File: src/rtl/wfp_pkg.sv
// ----------------------------------------------------------------------------
// wfp_pkg
// Types, constants and arithmetic helpers of the waypoint follower.
// ----------------------------------------------------------------------------
package wfp_pkg;

	localparam int MAX_WAYPOINTS = 64;
	localparam int WP_AW = $clog2(MAX_WAYPOINTS);
	localparam int WP_CW = $clog2(MAX_WAYPOINTS + 1);
	localparam int IN_DW = 160;
	localparam int OUT_DW = 200;
	localparam int OUT_UW = 2;
	localparam int CFG_IW = 3;
	localparam int CFG_DW = 32;

	typedef enum logic {
		OP_LOAD = 1'b0,
		OP_TICK = 1'b1
	} op_t;

	typedef enum logic [CFG_IW-1:0] {
		REG_LIN_GAIN    = 3'd0,
		REG_ROT_GAIN    = 3'd1,
		REG_MAX_LIN_VEL = 3'd2,
		REG_MAX_ROT_VEL = 3'd3,
		REG_ARRIVE_THR  = 3'd4
	} reg_idx_t;

	typedef struct packed {
		logic [15:0] lin_gain;
		logic [15:0] rot_gain;
		logic [30:0] max_lin_vel;
		logic [30:0] max_rot_vel;
		logic [30:0] arrive_thr;
	} cfg_t;

	// index 0 x, 1 y, 2 z, 3 w
	typedef struct packed {
		op_t              op;
		logic             path_end;
		logic [2:0][31:0] pos;
		logic [3:0][15:0] quat;
	} item_t;

	typedef struct packed {
		logic [2:0][31:0] pos;
		logic [2:0][15:0] quat;
	} wp_t;

	localparam int WP_W = $bits(wp_t);

	typedef struct packed {
		logic [2:0][31:0] lin;
		logic [2:0][31:0] ang;
		logic [5:0]       goal_index;
		logic             path_active;
		logic             path_done;
	} res_t;

	function automatic logic [31:0] sat(input logic signed [61:0] v, input logic [30:0] lim);
		logic signed [61:0] l;
		begin
			l = $signed({31'b0, lim});
			if (v > l) begin
				sat = 32'(l);
			end else if (v < -l) begin
				sat = 32'(-l);
			end else begin
				sat = 32'(v);
			end
		end
	endfunction

	function automatic logic [41:0] abs42(input logic signed [41:0] v);
		abs42 = v[41] ? 42'(-v) : 42'(v);
	endfunction

endpackage

File: src/rtl/wfp_front.sv
// ----------------------------------------------------------------------------
// wfp_front
// Input side: unpacks stream words, classifies them and queues two deep.
// ----------------------------------------------------------------------------
module wfp_front (
	input  logic                      clk,
	input  logic                      arst_n,
	input  logic                      s_tvalid,
	output logic                      s_tready,
	input  logic [wfp_pkg::IN_DW-1:0] s_tdata,
	input  logic                      s_tuser,
	input  logic                      s_tlast,
	output logic                      q_valid,
	input  logic                      q_ready,
	output wfp_pkg::item_t            q_item
);
	import wfp_pkg::*;

	item_t      ent_q [2];
	logic       wr_ptr_q;
	logic       rd_ptr_q;
	logic [1:0] cnt_q;
	item_t      in_item;
	logic       push;
	logic       pop;

	always_comb begin
		in_item.op       = s_tuser ? OP_TICK : OP_LOAD;
		in_item.path_end = s_tlast;
		in_item.pos      = s_tdata[95:0];
		in_item.quat     = s_tdata[159:96];
	end

	assign s_tready = (cnt_q != 2'd2);
	assign q_valid  = (cnt_q != 2'd0);
	assign q_item   = ent_q[rd_ptr_q];
	assign push     = s_tvalid && s_tready;
	assign pop      = q_valid && q_ready;

	always_ff @(posedge clk) begin
		if (push) begin
			ent_q[wr_ptr_q] <= in_item;
		end
	end

	always_ff @(posedge clk or negedge arst_n) begin
		if (!arst_n) begin
			wr_ptr_q <= 1'b0;
			rd_ptr_q <= 1'b0;
			cnt_q    <= 2'd0;
		end else begin
			if (push) begin
				wr_ptr_q <= !wr_ptr_q;
			end
			if (pop) begin
				rd_ptr_q <= !rd_ptr_q;
			end
			if (push && !pop) begin
				cnt_q <= cnt_q + 2'd1;
			end else if (pop && !push) begin
				cnt_q <= cnt_q - 2'd1;
			end
		end
	end
endmodule

File: config.mk
export PLATFORM = sky130hd
export DESIGN_NAME = wfp_front
export DESIGN_NICKNAME = d
export VERILOG_FILES = /design/src/rtl/wfp_pkg.sv /design/src/rtl/wfp_front.sv
export SDC_FILE = /design/constraint.sdc
export NUM_CORES = 1
export LEC_CHECK = 0
export ABC_CLOCK_PERIOD_IN_PS = 20900
export BUFFER_PORTS_ARGS = -buffer_cell sky130_fd_sc_hd__buf_2
export CAP_MARGIN = 5
export CORE_MARGIN = 2
export CORE_UTILIZATION = 50
export DETAILED_ROUTE_END_ITERATION = 8
export GPL_ROUTABILITY_DRIVEN = 0
export PLACE_DENSITY = 0.77
export SLEW_MARGIN = 0
export SYNTH_ARGS = -nofsm -noshare
export SYNTH_HDL_FRONTEND = slang
export SYNTH_SLANG_ARGS = --single-unit
File: constraint.sdc
create_clock -name clk -period 20.9 [get_ports clk]
set_input_delay 1.045 -clock clk [delete_from_list [all_inputs] [get_ports clk]]
set_output_delay 1.045 -clock clk [all_outputs]
set_load 0.02 [all_outputs]
==> out/qor.yml <==
placement:
  dp_hpwl_mm: 15.1
  place_inst: 1163
  port_buffers: 329
routing:
  dr.pass1.iters: 4
  wirelength_mm: 22.7
  route.detailed.drc: 0
  vias: 6075
  detail_route.wl_per_cell_um: 18.5
  viasPerCell: 4.95
  ant_nets: 0
  drtIter0Drc: 352
clock_network:
  cts_setup_buffers: 0
  clk_latency_ps: 490
  cts_root_buffer: "clkbuf_16"
  htreeDepth: 2
  cts_tree: "done"
  cts_resized: 0
  cts.sinks: 328
  numCtsBuffers: 34
  clockBufferDepth: 3
  cts_hold_buf: 0
  clkTransAtPathRegs_ps: 60
global_route:
  grt.overflow.total: 0
  track_usage: 0.173
  grt_antenna_before_repair: 5
  grt_max_degree: 79
  grt_pass1_vias: 6438
  grt_pass1_wl_mm: 34.3
worst_setup_path:
  worstPathMaxFanout: 74
  cp_cell_sequence: "buf_4 > mux2_2 > buf_2"
  rrSetupSlack_ps: 18500
  r2r_start: "cnt_q[0]"
  reg2reg_depth: 4
  cpMaxStageDelayCell: "buf_4"
  path_class: "reg -> out"
  r2r_end: "ent_q[0][125]"
  path_depth: 3
  end_kind: "output port"
  critPathMaxStageDelay_ps: 870
  worst_ep_required_time_ps: 19850
  worstPathArrival_ps: 2890
  crit_end: "q_item[62]"
  critical_path.top_delay_family: "buffers and inverters"
  critical_path_buf_inv_count: 2
  worstSetupStartpointType: "flop"
  cp-startpoint: "rd_ptr_q"
power_and_ir_drop:
  p_leak_nw: 5.87
  total_power_mw: 2.26
  p_per_area_nw_per_um2: 149
  ir_drop_mv: 0.102
floorplan:
  core-area_um2: 24100
  die_width_um: 160
  initial_core_util: 0.504
  ios: 330
  rows: 57
  dieArea_um2: 25600
  die_y_um: 160
timing:
  slew_headroom: 0.271
  drv_slew: 0
  clock_skew_ps: 10.0
  clock.fmax_mhz: 254
  finalSetupViolCount: 0
  period_share: 0.188
  rsz0062_at_grt: "no"
  tns_ps: 0
  hold_viol_final: 0
  worst_pin_slew_ps: 1090
  period_needed_ps: 3930
yosys:
  syn-num-nets: 689
  synth_top_area_cell: "edfxtp_1"
  syn-cell-area_um2: 12200
  yosysWarnings: 0
  synth.distinct_cells: 15
  synth_top_area_share: 0.800
  netlist_instances: 522
  synth_area_per_cell_um2: 23.3
  ys_seq_area_frac: 0.809
  ys_ff_latch: 328
  synth_area_leaders: "edfxtp_1 (80%), mux2_4 (8.6%), mux2_2 (8.5%), buf_6 (0.83%), dfrtp_1 (0.82%)"
worst_hold_path:
  min_path_type: "in -> async"
cells_and_area:
  area_delta_synth_final_pct: 25.0
  nFillCells: 1763
  final_common_cell: "buf_2"
  final_cell_mix: "buf_2 (329), edfxtp_1 (324), mux2_2 (92)"
  nets: 1042
  finalCoreUtilization: 0.630
  fin_cells: 1228
  final_layout_size_suffix_gt1_frac: 0.606
run_status:
  outcome: "complete, no violations"
flow_run:
  maxCapViolCount: 0
## area by class of cell
cell class | instances | area [um^2] | share of cell area
Inverter | 1 | 3.75 | 0.000247
Antenna cell | 3 | 7.51 | 0.000494
Timing Repair Buffer | 335 | 1690 | 0.111
Sequential cell | 328 | 9830 | 0.647
Clock inverter | 15 | 98.8 | 0.00651
Multi-Input combinational cell | 175 | 2190 | 0.144
Tap cell | 324 | 405 | 0.0267
Clock buffer | 47 | 963 | 0.0634
## per-layer routing
layer / GRT usage / vias to the layer above / share of wire
li1: - / 2797 / -
met1: 0.200 / 2972 / 0.38
met2: 0.303 / 257 / 0.51
met3: 0.0561 / 45 / 0.081
met4: 0.0663 / 4 / 0.028
met5: 0 / - / 0.0012
## worst min-delay path by stage
stage / startpoint / to / slack (ps) / depth (start not counted)
finish: arst_n / cnt_q[0] / 340 / 1
global route: arst_n / cnt_q[0] / 330 / 1
CTS: arst_n / cnt_q[0] / 320 / 1
detailed placement: cnt_q[1] / cnt_q[1] / 490 / 1
global placement: cnt_q[1] / cnt_q[1] / 480 / 1
floorplan: cnt_q[1] / cnt_q[1] / 460 / 1
## power breakdown
group | internal [mW] | switching (mW) | total (mW)
clock network | 0.335 | 0.231 | 0.566
logic | 0.306 | 0.439 | 0.745
registers | 0.902 | 0.0486 | 0.951
total | 1.54 | 0.718 | 2.26
## logic make-up (layout without fill, tap and decap cells)
family,count (synthesis),in the layout,share of synthesized area
buffers and inverters,19,398,0.0124
DFF,328,328,0.809
and+or+nand+nor,7,7,0.00278
adders and majority gates,1,1,0.00103
xor gates and xnor gates,5,5,0.00360
other,0,3,0
muxes,162,162,0.172
## cells in the mapped netlist
master	instances
dfrtp_1	4
or2_2	1
nand2_1	2
xor2_1	2
nand2b_1	1
xnor2_1	3
mux2_4	70
ha_1	1
mux2_2	92
nor2_1	2
buf_6	9
inv_1	1
edfxtp_1	324
and3_1	1
buf_2	9
## sequential cells by signal, summed over array words and instances (netlist names)
name	cells
cnt_q	2
ent_q	324
wr_ptr_q	1
rd_ptr_q	1
## worst reg2reg max path, stage by stage (launching register included)
cell and delay, ps:
dfrtp_1 400, nand2b_1 180, nand2_1 150, nor2_4 350, buf_4 850
## metrics by stage
stage               area, um^2  setup slack [ps]  hold WS [ps]
CTS                      15200             16930           325
global placement         14100             17500           481
finish                   15200             16970           344
detailed placement       14100             17480           491
global route             15200             16830           328
floorplan                12200             12350           456
No activity file was read; power rests on OpenSTA's default activity.
